<file path="config.mk">
export PLATFORM = sky130hd
export DESIGN_NAME = intel_hex_record_parser_top
export DESIGN_NICKNAME = d
export VERILOG_FILES = /design/src/hw/rtl/ihex_pkg.sv /design/src/hw/rtl/ihex_in_stage.sv /design/src/hw/rtl/ihex_core.sv /design/src/hw/rtl/ihex_out_stage.sv /design/src/hw/rtl/intel_hex_record_parser_top.sv
export SDC_FILE = /design/constraint.sdc
export NUM_CORES = 1
export LEC_CHECK = 0
export BUFFER_PORTS_ARGS = -buffer_cell sky130_fd_sc_hd__clkbuf_2
export CAP_MARGIN = 10
export CELL_PAD_IN_SITES_DETAIL_PLACEMENT = 0
export CELL_PAD_IN_SITES_GLOBAL_PLACEMENT = 1
export CORE_UTILIZATION = 53
export CTS_BUF_LIST = sky130_fd_sc_hd__clkbuf_8
export DETAILED_ROUTE_END_ITERATION = 6
export GPL_TIMING_DRIVEN = 0
export PLACE_DENSITY_LB_ADDON = 0.1
export SLEW_MARGIN = 20
export SYNTH_ARGS = -nofsm -noshare
export SYNTH_HDL_FRONTEND = slang
export SYNTH_SLANG_ARGS = --single-unit
</file>
<file path="constraint.sdc">
create_clock -name i_clk -period 13.4 [get_ports i_clk]
set_clock_uncertainty 0.15 [all_clocks]
set_input_delay 0.67 -clock i_clk [delete_from_list [all_inputs] [get_ports i_clk]]
set_output_delay 0.67 -clock i_clk [all_outputs]
set_load 0.02 [all_outputs]
</file>
<file path="src/hw/rtl/ihex_pkg.sv">
package ihex_pkg;

    localparam int CHAR_W  = 8;
    localparam int ADDR_W  = 20;
    localparam int BYTE_W  = 8;
    localparam int POS_W   = 10;
    localparam int FIELD_W = 16;

    localparam logic [CHAR_W-1:0] CHAR_COLON = 8'h3A;
    localparam logic [CHAR_W-1:0] CHAR_0     = 8'h30;
    localparam logic [CHAR_W-1:0] CHAR_9     = 8'h39;
    localparam logic [CHAR_W-1:0] CHAR_UA    = 8'h41;
    localparam logic [CHAR_W-1:0] CHAR_UF    = 8'h46;
    localparam logic [CHAR_W-1:0] CHAR_LA    = 8'h61;
    localparam logic [CHAR_W-1:0] CHAR_LF    = 8'h66;

    localparam logic [7:0] REC_DATA = 8'h00;
    localparam logic [7:0] REC_EOF  = 8'h01;
    localparam logic [7:0] REC_SEG  = 8'h02;

    typedef struct packed {
        logic [ADDR_W-1:0] write_address;
        logic [BYTE_W-1:0] write_byte;
        logic              is_end;
    } t_result;

    typedef struct packed {
        logic       valid;
        logic [3:0] value;
    } t_digit;

    function automatic t_digit hex_digit(input logic [CHAR_W-1:0] c);
        t_digit       d;
        logic [7:0]   diff;
        d    = '{valid: 1'b0, value: 4'h0};
        diff = 8'h00;
        if (c >= CHAR_0 && c <= CHAR_9) begin
            diff    = c - CHAR_0;
            d.valid = 1'b1;
            d.value = diff[3:0];
        end else if (c >= CHAR_UA && c <= CHAR_UF) begin
            diff    = c - CHAR_UA + 8'd10;
            d.valid = 1'b1;
            d.value = diff[3:0];
        end else if (c >= CHAR_LA && c <= CHAR_LF) begin
            diff    = c - CHAR_LA + 8'd10;
            d.valid = 1'b1;
            d.value = diff[3:0];
        end
        return d;
    endfunction

endpackage

</file>
<file path="src/hw/rtl/ihex_in_stage.sv">
module ihex_in_stage import ihex_pkg::*; (
    input  logic              i_clk,
    input  logic              i_rst_n,
    input  logic              i_valid,
    output logic              o_ready,
    input  logic [CHAR_W-1:0] i_char_in,
    input  logic              i_advance,
    output logic              o_held,
    output logic [CHAR_W-1:0] o_char
);

    logic              r_valid;
    logic [CHAR_W-1:0] r_char;

    // slot frees up in the same cycle it is consumed
    assign o_ready = !r_valid || i_advance;

    always_ff @(posedge i_clk) begin
        if (!i_rst_n) begin
            r_valid <= 1'b0;
        end else if (i_valid && o_ready) begin
            r_valid <= 1'b1;
        end else if (i_advance) begin
            r_valid <= 1'b0;
        end
    end

    always_ff @(posedge i_clk) begin
        if (i_valid && o_ready) begin
            r_char <= i_char_in;
        end
    end

    assign o_held = r_valid;
    assign o_char = r_char;

endmodule

</file>
<file path="src/hw/rtl/ihex_core.sv">
module ihex_core import ihex_pkg::*; (
    input  logic              i_clk,
    input  logic              i_rst_n,
    input  logic              i_step,
    input  logic [CHAR_W-1:0] i_char,
    output logic              o_has_result,
    output t_result           o_result
);

    logic               r_in_record;
    logic [POS_W-1:0]   r_pos;
    logic [FIELD_W-1:0] r_acc;
    logic               r_inv;
    logic [7:0]         r_len;
    logic [15:0]        r_addr;
    logic [7:0]         r_type;
    logic [15:0]        r_seg;
    logic [15:0]        r_first;
    logic               r_first_cap;
    logic               r_finished;

    logic               n_in_record;
    logic [POS_W-1:0]   n_pos;
    logic [FIELD_W-1:0] n_acc;
    logic               n_inv;
    logic [7:0]         n_len;
    logic [15:0]        n_addr;
    logic [7:0]         n_type;
    logic [15:0]        n_seg;
    logic [15:0]        n_first;
    logic               n_first_cap;
    logic               n_finished;

    logic [POS_W-1:0]   crc_pos;
    logic [POS_W-1:0]   data_idx;
    logic               seg_rec;
    logic               start;
    logic               in_data;
    t_digit             dig;
    logic [FIELD_W-1:0] acc_base;
    logic               inv_base;
    logic [FIELD_W-1:0] fold_acc;
    logic               fold_inv;
    logic [FIELD_W-1:0] fval;
    logic [15:0]        new_addr;
    logic [ADDR_W-1:0]  wr_addr;

    assign crc_pos  = POS_W'(8) + {1'b0, r_len, 1'b0};
    assign data_idx = r_pos - POS_W'(8);
    assign seg_rec  = (r_type == REC_SEG) && (r_len >= 8'd2);
    assign in_data  = (r_pos >= POS_W'(8)) && (r_pos < crc_pos);
    assign dig      = hex_digit(i_char);

    always_comb begin
        if (r_pos < POS_W'(8)) begin
            start = (r_pos == POS_W'(0)) || (r_pos == POS_W'(2)) || (r_pos == POS_W'(6));
        end else if (r_pos < crc_pos) begin
            start = !data_idx[0] && !(seg_rec && r_pos == POS_W'(10));
        end else begin
            start = (r_pos == crc_pos);
        end
    end

    assign acc_base = start ? '0 : r_acc;
    assign inv_base = start ? 1'b0 : r_inv;
    assign fold_acc = {acc_base[FIELD_W-5:0], dig.value};
    assign fold_inv = inv_base || !dig.valid;
    assign fval     = fold_inv ? '0 : fold_acc;
    assign new_addr = fval;

    // record offset plus segment base plus byte index, wraps at 1 MiB
    assign wr_addr = {4'h0, r_addr} - {4'h0, r_first} + {r_seg, 4'h0}
                   + {{(ADDR_W-POS_W+1){1'b0}}, data_idx[POS_W-1:1]};

    always_comb begin
        n_in_record  = r_in_record;
        n_pos        = r_pos;
        n_acc        = r_acc;
        n_inv        = r_inv;
        n_len        = r_len;
        n_addr       = r_addr;
        n_type       = r_type;
        n_seg        = r_seg;
        n_first      = r_first;
        n_first_cap  = r_first_cap;
        n_finished   = r_finished;
        o_has_result = 1'b0;
        o_result     = '{write_address: '0, write_byte: '0, is_end: 1'b0};

        if (!r_finished) begin
            if (!r_in_record) begin
                if (i_char == CHAR_COLON) begin
                    n_in_record = 1'b1;
                    n_pos       = '0;
                    n_acc       = '0;
                    n_inv       = 1'b0;
                end
            end else begin
                n_acc = fold_acc;
                n_inv = fold_inv;
                n_pos = r_pos + POS_W'(1);
                if (r_pos == POS_W'(1)) begin
                    n_len = fval[7:0];
                end else if (r_pos == POS_W'(5)) begin
                    n_addr = new_addr;
                    if (!r_first_cap) begin
                        n_first     = new_addr;
                        n_first_cap = 1'b1;
                    end
                end else if (r_pos == POS_W'(7)) begin
                    n_type = fval[7:0];
                end else if (in_data) begin
                    if (r_type == REC_DATA && data_idx[0]) begin
                        o_has_result = 1'b1;
                        o_result     = '{write_address: wr_addr, write_byte: fval[7:0],
                                         is_end: 1'b0};
                    end else if (seg_rec && r_pos == POS_W'(11)) begin
                        n_seg = fval;
                    end
                end else if (r_pos == crc_pos + POS_W'(1)) begin
                    n_in_record = 1'b0;
                    if (r_type == REC_EOF) begin
                        o_has_result = 1'b1;
                        o_result     = '{write_address: '0, write_byte: '0, is_end: 1'b1};
                        n_finished   = 1'b1;
                    end
                end
            end
        end
    end

    always_ff @(posedge i_clk) begin
        if (!i_rst_n) begin
            r_in_record <= 1'b0;
            r_pos       <= '0;
            r_acc       <= '0;
            r_inv       <= 1'b0;
            r_len       <= '0;
            r_addr      <= '0;
            r_type      <= '0;
            r_seg       <= '0;
            r_first     <= '0;
            r_first_cap <= 1'b0;
            r_finished  <= 1'b0;
        end else if (i_step) begin
            r_in_record <= n_in_record;
            r_pos       <= n_pos;
            r_acc       <= n_acc;
            r_inv       <= n_inv;
            r_len       <= n_len;
            r_addr      <= n_addr;
            r_type      <= n_type;
            r_seg       <= n_seg;
            r_first     <= n_first;
            r_first_cap <= n_first_cap;
            r_finished  <= n_finished;
        end
    end

endmodule

</file>
<file path="src/hw/rtl/ihex_out_stage.sv">
module ihex_out_stage import ihex_pkg::*; (
    input  logic              i_clk,
    input  logic              i_rst_n,
    input  logic              i_load,
    input  t_result           i_result,
    output logic              o_free,
    output logic              o_valid,
    input  logic              i_ready,
    output logic [ADDR_W-1:0] o_write_address,
    output logic [BYTE_W-1:0] o_write_byte,
    output logic              o_is_end
);

    logic    r_valid;
    t_result r_result;

    assign o_free = !r_valid || i_ready;

    always_ff @(posedge i_clk) begin
        if (!i_rst_n) begin
            r_valid <= 1'b0;
        end else if (i_load) begin
            r_valid <= 1'b1;
        end else if (i_ready) begin
            r_valid <= 1'b0;
        end
    end

    always_ff @(posedge i_clk) begin
        if (i_load) begin
            r_result <= i_result;
        end
    end

    assign o_valid         = r_valid;
    assign o_write_address = r_result.write_address;
    assign o_write_byte    = r_result.write_byte;
    assign o_is_end        = r_result.is_end;

endmodule

</file>
<file path="src/hw/rtl/intel_hex_record_parser_top.sv">
// channel   direction  handshake           payload
// input     in         i_valid / o_ready   i_char_in[7:0]
// result    out        o_valid / i_ready   o_write_address[19:0], o_write_byte[7:0], o_is_end
//
// one character per cycle sustained while the result side is not stalled; a result is
// offered from the result register once its character has passed the input register
// and the record step; the rate is set by the record step, which is combinational
// between the input register and the result register
// synchronous active-low reset clears the record state, segment and end flag
// a stalled result holds its register while the input register still takes one
// more character; characters that give no result never wait on the result side
module intel_hex_record_parser_top import ihex_pkg::*; (
    input  logic              i_clk,
    input  logic              i_rst_n,
    input  logic              i_valid,
    output logic              o_ready,
    input  logic [CHAR_W-1:0] i_char_in,
    output logic              o_valid,
    input  logic              i_ready,
    output logic [ADDR_W-1:0] o_write_address,
    output logic [BYTE_W-1:0] o_write_byte,
    output logic              o_is_end
);

    logic              held;
    logic [CHAR_W-1:0] held_char;
    logic              out_free;
    logic              advance;
    logic              has_result;
    t_result           result;

    // a held character steps the parser unless it produces a result that the
    // result register cannot take yet
    assign advance = held && (out_free || !has_result);

    ihex_in_stage u_in (
        .i_clk     (i_clk),
        .i_rst_n   (i_rst_n),
        .i_valid   (i_valid),
        .o_ready   (o_ready),
        .i_char_in (i_char_in),
        .i_advance (advance),
        .o_held    (held),
        .o_char    (held_char)
    );

    // record position tracking, field folding and write address generation
    ihex_core u_core (
        .i_clk        (i_clk),
        .i_rst_n      (i_rst_n),
        .i_step       (advance),
        .i_char       (held_char),
        .o_has_result (has_result),
        .o_result     (result)
    );

    ihex_out_stage u_out (
        .i_clk           (i_clk),
        .i_rst_n         (i_rst_n),
        .i_load          (advance && has_result),
        .i_result        (result),
        .o_free          (out_free),
        .o_valid         (o_valid),
        .i_ready         (i_ready),
        .o_write_address (o_write_address),
        .o_write_byte    (o_write_byte),
        .o_is_end        (o_is_end)
    );

endmodule

</file>
==> results.json, run 1 <==
{
  "yosysSeqAreaShare_pct": 38.6,
  "path_clk_slew_ps": 70,
  "finalCritPeriodShare_pct": 37.5,
  "drt_iter0_markers": 425,
  "wl_met1_mm": 8.92,
  "synth_compound_area_share_pct": 17.6,
  "cts_buffers": 17,
  "setup_tns_ps": 0,
  "setup_viol": 0,
  "fp.dieW_um": 122,
  "wl_per_cell_um": 18.3,
  "ctsRootBufferMaster": "clkbuf_8",
  "power.static_leakage_uw": 0.00331,
  "routed-wl-met3_um": 988,
  "r2r_slack_ps": 8380,
  "synth-simple-area-share_pct": 20.0,
  "period_needed_ps": 5020,
  "first_pass_iters": 6,
  "die_y_um": 122,
  "synth-main-ff-cell": "dfxtp_1",
  "cp_max_fo": 4,
  "status": "complete, no violations",
  "synth_cell_types": 71,
  "path_delay_family": "compound AO/OA/AOI/OAI gates",
  "powerDensity_nw_per_um2": 86.4,
  "max-clock-path-buffers": 2,
  "vias": 6539,
  "cts_sinks": 129,
  "yosys.area.top_type": "dfxtp_1",
  "vdd_drop_max_uv": 57.0,
  "synthAdderAreaFrac_pct": 13.6,
  "place.port_buffers": 41,
  "yosysTopAreaCellShare_pct": 24.1,
  "synth_top_family_by_area": "simple AND/OR/NAND/NOR gates",
  "relSlewSlack_pct": 34.1,
  "grt_pass1_wl_mm": 32.1,
  "nets": 991,
  "cp-start-kind": "flop",
  "areaGrowthSynthToFinish_pct": 10.8,
  "maxCapViolCount": 0,
  "worstPathCellList": "inv_1, ha_1, a21o_1, a21oi_1, o21bai_1, a31o_2, a311oi_1, nor2_1, o211ai_1, ha_1, ha_1, and4_1, and3_1, o211ai_1, a31oi_1, a31oi_1, xnor2_1, xnor2_1, nor2_1",
  "crit_type": "flop to flop",
  "pwr-share-clk_pct": 41.8,
  "hp-class": "input pin to flop",
  "gp_congestion": 0.902,
  "initial_core_util_pct": 54.6,
  "routed-wl-met2_mm": 9.70,
  "internal_power_uw": 552,
  "power_frac_comb_pct": 2.9,
  "swShare_pct": 24.5,
  "num_antenna_cells": 0,
  "hold_viol": 0,
  "fmax_mhz": 199,
  "synth_xor_area_share_pct": 4.93,
  "track_usage_pct": 28.3,
  "netlist_area_sq_um": 7640,
  "ys_top_cells_by_area": "dfxtp_1 24%, edfxtp_1 15%, ha_1 12%",
  "drc_errors": 0,
  "antenna_found_initial": 0,
  "cp.arrival_ps": 5060,
  "die-area_sq_um": 14900,
  "drt_wl_total_mm": 20.1,
  "slowest_delay_ps": 600,
  "clkLatencyLatePin_ps": 450,
  "async_flop_share_pct": 0,
  "syn_nets": 930,
  "h-tree-depth": 4,
  "routed_via_density": 5.98,
  "grt_max_degree": 27,
  "core_area_sq_um": 14000,
  "cts-hold-fix-buffers": 0,
  "slowest_stage": "a311oi_1",
  "syn_area_per_cell_sq_um": 9.11,
  "rows": 43,
  "overflow": 0,
  "cts_resized": 0,
  "tightest_slew_ps": 986,
  "crit_required_ps": 13440,
  "ios": 43,
  "crit_top_cell": "ha_1",
  "p_sw_uw": 179,
  "synth-warning-count": 0,
  "cp_num_buf_inv": 1,
  "rsz0062_at_grt": "false",
  "synth_edf_count": 37,
  "crit_path_end_kind": "flop",
  "cts_tree": "done",
  "synth-seq-cells": 129,
  "hold_slack_ps": 243,
  "pwr-share-seq_pct": 55.2,
  "cts_setup_buffers": 0,
  "first_global_vias": 6292,
  "drive_above_1_share_pct": 10.5,
  "top_layer": "met4",
  "drv_slew": 0,
  "dp_hpwl_mm": 15.5,
  "final_antenna_net_count": 0,
  "muxShareOfSynthArea_pct": 0.262,
  "synthCells": 839
}
stage by stage:
| step | utilization, % | worst slack [ps] | cell area (sq um) | total power (uW) | cells |
|---|---|---|---|---|---|
| final | 60.5 | 8380 | 8460 | 731 | 1093 |
| after global routing | 60.5 | 8040 | 8460 | 754 | 1093 |
| after CTS | 60.5 | 8350 | 8460 | 735 | 1093 |
| after detailed placement | 57.9 | 8380 | 8100 | 434 | 1061 |
| after global placement | 57.7 | 8150 | 8070 | 433 | 1060 |
| after floorplan | - | 9140 | 7640 | 425 | 839 |
power by group through the flow:
| stage | Sequential, uW | Combinational [uW] | Clock, uW |
|---|---|---|---|
| final | 404 | 21.6 | 306 |
| after global routing | 404 | 23.0 | 327 |
| after CTS | 404 | 21.2 | 310 |
| after detailed placement | 413 | 21.1 | 0 |
| after global placement | 412 | 20.5 | 0 |
| after floorplan | 412 | 12.9 | 0 |
per-layer routing:
metal / track usage [%] / up-vias
met2: 48.7 / 214
met5: 0 / -
met1: 34.7 / 3110
met3: 5.81 / 34
met4: 10.7 / 0
li1: - / 3181
state kept, by name (all words and copies together) (netlist names), 8 cells and up:
name                   count
u_core.r_acc              12
u_core.r_addr             16
u_core.r_first            16
u_core.r_len               8
u_core.r_pos              10
u_core.r_seg              16
u_core.r_type              8
u_in.o_char                8
u_out.o_write_address     20
u_out.o_write_byte         8
cells by family (layout without fill, tap and decap cells):
kind of cell             after synthesis  count (layout)
AO/OA/AOI/OAI                        195             195
XOR/XNOR                              43              43
adder cells (fa/ha/maj)               79              79
buffers and inverters                 93             167
flip-flops                           129             129
multiplexers                           2               2
AND/OR/NAND/NOR                      298             298
cell type report:
cell class | count | area (sq um)
fillers | 1247 | 5520
multi-input cells | 617 | 4330
plain buffers | 39 | 174
clock inverters | 15 | 123
repair buffers | 42 | 225
well taps | 180 | 225
inverters | 54 | 203
clock buffers | 17 | 234
flip-flops and latches | 129 | 2950
synth_stat cells, types with 13 or more instances:
cell type,number
dfxtp_1,92
nor2b_1,15
a21oi_1,30
nand4_1,13
clkbuf_1,28
edfxtp_1,37
nand3_1,34
xor2_1,19
o21ai_0,28
xnor2_1,24
nor2_1,45
and2_1,29
o22ai_1,33
o31ai_1,13
nor3_1,18
nand2_1,92
ha_1,72
inv_1,54
worst paths after layout:
path / from / endpoint / cells after the start
worst max-delay path: u_core.r_first[1]$_SDFFE_PN0P_ / u_out.o_write_address[19]$_SDFFCE_PP0P_ / 19
worst max register to register: u_core.r_first[1]$_SDFFE_PN0P_ / u_out.o_write_address[19]$_SDFFCE_PP0P_ / 19
worst min-delay path: i_char_in[5] / u_in.o_char[5]$_DFFE_PP_ / 1
worst min register to register: u_core.r_seg[2]$_SDFFE_PN0P_ / u_core.r_seg[2]$_SDFFE_PN0P_ / 2
layout by cell type, fill, tap and decap left out, types with 12 or more instances in the layout:
cell type and n:
dfxtp_1 92, xor2_1 19, nor2b_1 15, nand3_1 34, edfxtp_1 37, a32o_1 12
nand2_1 92, a21oi_1 30, nand4_1 13, clkbuf_1 28, o21ai_0 28, a21o_1 12
nor3_1 18, o31ai_1 13, and2_1 29, nor2_1 44, o22ai_1 33, inv_1 56
ha_1 72, clkbuf_8 17, xnor2_1 24, clkbuf_2 42, and3_1 12
Note: power is estimated with default switching activity, not from simulation.
==> run 2, diff against run 1 <==
Settings changed: ABC_AREA from default to 1, CORE_UTILIZATION 53 to 43.
Clock period 13.4 ns to 4.6 ns, I/O delays scaled along.
==> run 2 against run 1 <==
Against the previous run:
- routed wire length rose by 5.5%
- global-route usage down 6.2 points
- cell count is 33% higher
- fmax grew 20%
- hold slack got worse by 200 ps
- first-iteration DRC count is 9.4% lower
- non-clock buffer count rose by 2
- sequential share of layout area is 3.8 points lower
- largest power group unchanged
==> results.json, run 2 <==
{
  "wl_per_cell_um": 14.5,
  "cp-start-kind": "flop",
  "overflow": 0,
  "cts_sinks": 129,
  "areaGrowthSynthToFinish_pct": 13.4,
  "cts_setup_buffers": 0,
  "final_common_cell": "nand2_1",
  "cp_max_fo": 5,
  "relSlewSlack_pct": 29.1,
  "yosysMostFrequentCell": "nand2_1",
  "r2r_slack_ps": 400,
  "utilization_pct": 50.3,
  "cp_num_buf_inv": 3,
  "status": "complete, no violations",
  "num_antenna_cells": 0,
  "setup_ws_ps": 399,
  "max-clock-path-buffers": 2,
  "slowest_delay_ps": 410,
  "rows": 50,
  "stdcell_area_sq_um": 9500,
  "cp.arrival_ps": 4270,
  "drt_wl_total_mm": 21.2,
  "grt_max_degree": 31,
  "h-tree-depth": 4,
  "yosysTopAreaCellShare_pct": 22.0,
  "routed_via_density": 4.76,
  "hp-class": "input pin to flop",
  "syn_area_per_cell_sq_um": 7.53,
  "clkLatencyLatePin_ps": 460,
  "synth_cell_types": 51,
  "drt_iter0_markers": 385,
  "die-area_sq_um": 20000,
  "rsz0062_at_grt": "false",
  "power_frac_comb_pct": 3.2,
  "powerDensity_nw_per_um2": 251,
  "synth-seq-cells": 129,
  "hold_depth": 4,
  "crit_top_cell": "nand2_1",
  "worst-r2r-cell-count": 24,
  "dp_hpwl_mm": 16.3,
  "core_area_sq_um": 18900,
  "yosys.area.top_type": "dfxtp_1",
  "r2r-start": "u_core.r_addr[0]$_SDFFE_PN0P_",
  "r2r-end": "u_out.o_write_address[19]$_SDFFCE_PP0P_",
  "hold_viol": 0,
  "vdd_drop_max_uv": 176,
  "swShare_pct": 22.3,
  "worstPathCellList": "inv_1, ha_1, inv_1, fa_1, nand3_1, nand2_1, a21oi_2, o21ai_2, a21boi_2, o21ai_0, a21oi_1, xor2_1, ha_1, ha_2, nand2_1, nor2_1, inv_1, nor3_2, nand2_1, o2111ai_1, a41oi_1, nand2_1, nand2_1, nor2_1",
  "first_global_vias": 6423,
  "ctsRootBufferMaster": "clkbuf_8",
  "nFillCells": 1976,
  "pwr-share-clk_pct": 47.6,
  "period_needed_ps": 4200,
  "cp.depth": 24,
  "vias": 6922,
  "p_sw_uw": 532,
  "placed_area_sq_um": 8910,
  "initial_core_util_pct": 44.3,
  "setup_tns_ps": 0,
  "drv_slew": 0,
  "synth-warning-count": 0,
  "die_y_um": 142,
  "crit_path_end_kind": "flop",
  "drc_errors": 0,
  "async_flop_share_pct": 0,
  "min_to": "u_out.o_valid$_SDFFE_PN0P_",
  "multiInputGateArea_sq_um": 4570,
  "yosysSeqAreaShare_pct": 35.3,
  "gp_congestion": 0.888,
  "setup_viol": 0,
  "fp.dieW_um": 142,
  "nets": 1273,
  "fmax_mhz": 238,
  "syn_nets": 1203,
  "finalCritPeriodShare_pct": 91.3,
  "synthCells": 1112,
  "track_usage_pct": 22.1,
  "largest_reg_flops": 20,
  "path_clk_slew_ps": 80,
  "path_delay_family": "compound AO/OA/AOI/OAI gates",
  "final_antenna_net_count": 0,
  "first_pass_iters": 5,
  "place.port_buffers": 42,
  "netlist_area_sq_um": 8370,
  "netlist_top_cells_count": "232 x nand2_1, 170 x inv_1, 169 x nor2_1",
  "grt_pass1_wl_mm": 33.6,
  "power.static_leakage_uw": 0.00469,
  "maxCapViolCount": 0,
  "antenna_found_initial": 0,
  "synth-main-ff-cell": "dfxtp_1",
  "slowest_stage": "fa_1",
  "regArea_sq_um": 2950,
  "synth_edf_count": 37,
  "ios": 43,
  "drive_above_1_share_pct": 12.0,
  "min_from": "i_ready",
  "crit_type": "flop to flop",
  "internal_power_uw": 1850,
  "layout_common_cells": "232 x nand2_1, 170 x inv_1, 169 x nor2_1",
  "place_ws_ps": 107,
  "tightest_slew_ps": 1060,
  "cts_tree": "done",
  "pwr-share-seq_pct": 49.2,
  "cts_buffers": 17,
  "ys_top_cells_by_area": "dfxtp_1 22%, edfxtp_1 13%, ha_1 11%",
  "crit_required_ps": 4670,
  "hold_slack_ps": 40.8
}
run 2: cell types whose count changed after synthesis, moves of 12 or more:
cell	previous run	this run
and3_1	12	0
nor2b_1	15	0
o21bai_1	6	26
nor2_1	45	169
inv_1	54	170
xnor2_1	24	4
o31ai_1	13	1
clkbuf_1	28	10
xor2_1	19	31
o22ai_1	33	0
and2_1	29	0
a21oi_1	30	81
nand2_1	92	232
a32o_1	12	0
run 2: cell type report:
type	count	share of cell area [%]
Tap cell	260	3.43
Clock inverter	14	2.24
Inverter	176	6.96
Clock buffer	18	2.61
Sequential cell	129	31.1
Multi-Input combinational cell	775	48.1
Buffer	32	2.39
Timing Repair Buffer	51	3.16
run 2: through the flow:
step / instances / total power (uW)
after floorplan: 1112 / 1240
after global placement: 1414 / 1270
after detailed placement: 1414 / 1270
after CTS: 1455 / 2410
after global routing: 1455 / 2470
final: 1455 / 2390
run 2: worst min-delay path: stages:
cell and delay (ps):
clkbuf_2 80, nor2_1 120, nor2_1 130, nor2_1 40
run 2: repair_timing:
item | in CTS | in global routing
hold buffers | 9 | 0
setup endpoints to repair | 0 | 6
endpoints found under the hold margin | 9 | 0
resized for setup | 0 | 12
run 2: power groups by stage:
stage | sequential, uW | combinational (uW) | clock (uW)
finish | 1170 | 75.4 | 1140
global route | 1180 | 82.9 | 1210
CTS | 1170 | 76.0 | 1160
detailed placement | 1200 | 69.5 | 0
global placement | 1200 | 69.7 | 0
floorplan | 1200 | 44.1 | 0
run 2: kinds of logic after synthesis:
logic type                 synth area share [%]
AOI/OAI and AO/OA                          11.0
xor gates and xnor gates                   3.66
adders and majority gates                  12.4
buffers and inverters                      10.6
DFF                                        35.3
and+or+nand+nor                            27.0
run 2: worst max path at each step:
stage                                             start                                      end
after floorplan           u_core.r_addr[0]$_SDFFE_PN0P_  u_out.o_write_address[19]$_SDFFCE_PP0P_
after global placement    u_core.r_addr[0]$_SDFFE_PN0P_  u_out.o_write_address[19]$_SDFFCE_PP0P_
after detailed placement  u_core.r_addr[0]$_SDFFE_PN0P_  u_out.o_write_address[19]$_SDFFCE_PP0P_
after CTS                 u_core.r_addr[0]$_SDFFE_PN0P_  u_out.o_write_address[19]$_SDFFCE_PP0P_
after global routing      u_core.r_addr[0]$_SDFFE_PN0P_  u_out.o_write_address[18]$_SDFFCE_PP0P_
final                     u_core.r_addr[0]$_SDFFE_PN0P_  u_out.o_write_address[19]$_SDFFCE_PP0P_
run 2: routing by layer:
layer  part of all wire, %  global-route usage (%)  vias to the layer above
li1                      -                       -                     3695
met1                    53                    32.2                     3060
met2                    41                    33.2                      149
met3                   4.6                    4.22                       18
met4                   1.2                    6.06                        0
met5                     0                       0                        -
==> run 3, diff against run 2 <==
Settings changed: CORE_MARGIN from default to 3, CORE_UTILIZATION 43 to 40.
==> run 3 against run 2 <==
Against the previous run:
- largest power group unchanged
- total power shrank 5.5%
- critical path depth fell by 4
- first-iteration DRC count up 10%
- combinational power up 1%
- register-to-register slack worse by 20 ps
- largest cell class unchanged
- design area fell by 0.53%
- critical endpoint is now u_out.o_write_address[17]$_SDFFCE_PP0P_
- clock-buffer cell count down 1
- routed wire length up 3.8%
- die area up 13%
- setup slack worse by 16 ps
- sequential power about the same
==> results.json, run 3 (synthesis results as in run 2) <==
{
  "cp-endpoint": "u_out.o_write_address[17]$_SDFFCE_PP0P_",
  "cp_max_fo": 5,
  "path_delay_family": "compound AO/OA/AOI/OAI gates",
  "status": "complete, no violations",
  "die_y_um": 151,
  "cts_buffers": 17,
  "first_pass_iters": 5,
  "num_antenna_cells": 0,
  "cp_num_buf_inv": 3,
  "areaGrowthSynthToFinish_pct": 12.8,
  "max-clock-path-buffers": 2,
  "dp_hpwl_mm": 17.2,
  "r2r-end": "u_out.o_write_address[17]$_SDFFCE_PP0P_",
  "drive_above_1_share_pct": 11.7,
  "cts_tree": "done",
  "ios": 43,
  "largest_reg_flops": 20,
  "cp.arrival_ps": 4370,
  "track_usage_pct": 20.1,
  "drt_wl_total_mm": 22.0,
  "worstPathCellList": "inv_1, ha_1, inv_1, fa_1, nand3_1, nand2_1, a21oi_2, xor2_1, fa_1, inv_1, ha_1, a21oi_1, o21ai_0, nand2_1, nand2_1, a31oi_2, o21bai_1, a21boi_0, o21ai_0, a21oi_1",
  "core_area_sq_um": 20400,
  "grt_pass1_wl_mm": 35.2,
  "crit_required_ps": 4750,
  "initial_core_util_pct": 41.0,
  "first_global_vias": 6553,
  "use_met3_pct": 3.88,
  "setup_viol": 0,
  "cts_setup_buffers": 0,
  "hp-class": "input pin to flop",
  "cp.depth": 20,
  "power_frac_comb_pct": 3.4,
  "slowest_delay_ps": 480,
  "clkLatencyLatePin_ps": 440,
  "place_ws_ps": 71.8,
  "vias": 6961,
  "final_antenna_net_count": 0,
  "busiest_layer": "met1",
  "r2r-start": "u_core.r_addr[0]$_SDFFE_PN0P_",
  "finalCritPeriodShare_pct": 91.7,
  "met2_usage_pct": 30.2,
  "critPathLaunch": "u_core.r_addr[0]$_SDFFE_PN0P_",
  "fp.dieW_um": 151,
  "worst-r2r-cell-count": 20,
  "fmax_mhz": 237,
  "power.static_leakage_uw": 0.00464,
  "setup_tns_ps": 0,
  "path_clk_slew_ps": 80,
  "power.total_uw": 2250,
  "pwr-share-seq_pct": 52.1,
  "r2r_slack_ps": 380,
  "nets": 1273,
  "drt_iter0_markers": 425,
  "setup_ws_ps": 383,
  "relSlewSlack_pct": 33.4,
  "internal_power_uw": 1720,
  "drv_slew": 0,
  "p_sw_uw": 530,
  "placed_area_sq_um": 8920,
  "vdd_drop_max_uv": 136,
  "rows": 52,
  "powerDensity_nw_per_um2": 239,
  "use_met1_pct": 30.2,
  "cp-start-kind": "flop",
  "h-tree-depth": 4,
  "final_common_cell": "nand2_1",
  "wl_per_cell_um": 15.0,
  "min_from": "i_ready",
  "final_cell_count_no_fill": 1465,
  "cts_sinks": 129,
  "routed_via_density": 4.75,
  "period_needed_ps": 4220,
  "maxCapViolCount": 0,
  "placed_cells": 1424,
  "die-area_sq_um": 22700,
  "ctsRootBufferMaster": "clkbuf_8",
  "stdcell_area_sq_um": 9450,
  "rsz0062_at_grt": "false",
  "pwr-share-clk_pct": 44.5,
  "overflow": 0,
  "hold_viol": 0,
  "antenna_found_initial": 0,
  "layout_common_cells": "232 x nand2_1, 169 x inv_1, 169 x nor2_1",
  "crit_path_end_kind": "flop",
  "drc_errors": 0,
  "gp_congestion": 0.833,
  "crit_type": "flop to flop",
  "grt_max_degree": 31,
  "slowest_stage": "fa_1",
  "place.port_buffers": 42,
  "tightest_slew_ps": 1000,
  "swShare_pct": 23.5
}
==> run 3: layer usage <==
layer | up-vias | wire [um] | part of all wire [%]
met2 | 113 | 9190 | 42
met4 | 0 | 114 | 0.52
met3 | 8 | 879 | 4.0
met1 | 3150 | 11800 | 54
li1 | 3690 | - | -
met5 | - | 0 | 0
==> run 3: tightest hold or removal path, cell delays in order <==
cell	delay, ps
clkbuf_2	70
nor2_1	130
nor2_1	130
nor2_1	40
==> run 3: stage by stage <==
step | hold WS, ps | util (%)
2_1_floorplan | 179 | -
3_3_place_gp | 256 | 43.7
3_5_place_dp | 259 | 43.7
4_1_cts | 30.5 | 46.1
5_1_grt | 51.9 | 46.2
6_report | 62.3 | 46.2
==> run 3: power by group through the flow <==
stage          Clock, uW  Sequential, uW  Combinational (uW)
6_report            1000            1170                76.2
5_1_grt             1080            1170                84.5
4_1_cts             1040            1170                76.7
3_5_place_dp           0            1200                70.4
3_3_place_gp           0            1200                71.0
2_1_floorplan          0            1200                44.1
==> run 3: area by class of cell <==
class | count | area (sq um)
Fill cell | 2156 | 11000
Tap cell | 270 | 338
Clock buffer | 17 | 234
Buffer | 32 | 226
Sequential cell | 129 | 2950
Clock inverter | 15 | 169
Inverter | 176 | 664
Multi-Input combinational cell | 775 | 4560
Timing Repair Buffer | 51 | 300
==> run 3: repair_timing <==
item / in CTS / in global routing
hold buffers: 9 / 0
resized for setup: 0 / 10
endpoints found under the hold margin: 9 / 0
endpoints found under the setup margin: 0 / 37
==> run 3: worst min path at each step <==
stage / endpoint / slack [ps] / cells after the start
3_5_place_dp: u_in.o_char[5]$_DFFE_PP_ / 260 / 1
4_1_cts: u_out.o_valid$_SDFFE_PN0P_ / 30 / 4
6_report: u_out.o_valid$_SDFFE_PN0P_ / 60 / 4
5_1_grt: u_out.o_valid$_SDFFE_PN0P_ / 50 / 4
2_1_floorplan: u_in.o_char[0]$_DFFE_PP_ / 180 / 0
3_3_place_gp: u_in.o_char[3]$_DFFE_PP_ / 260 / 1
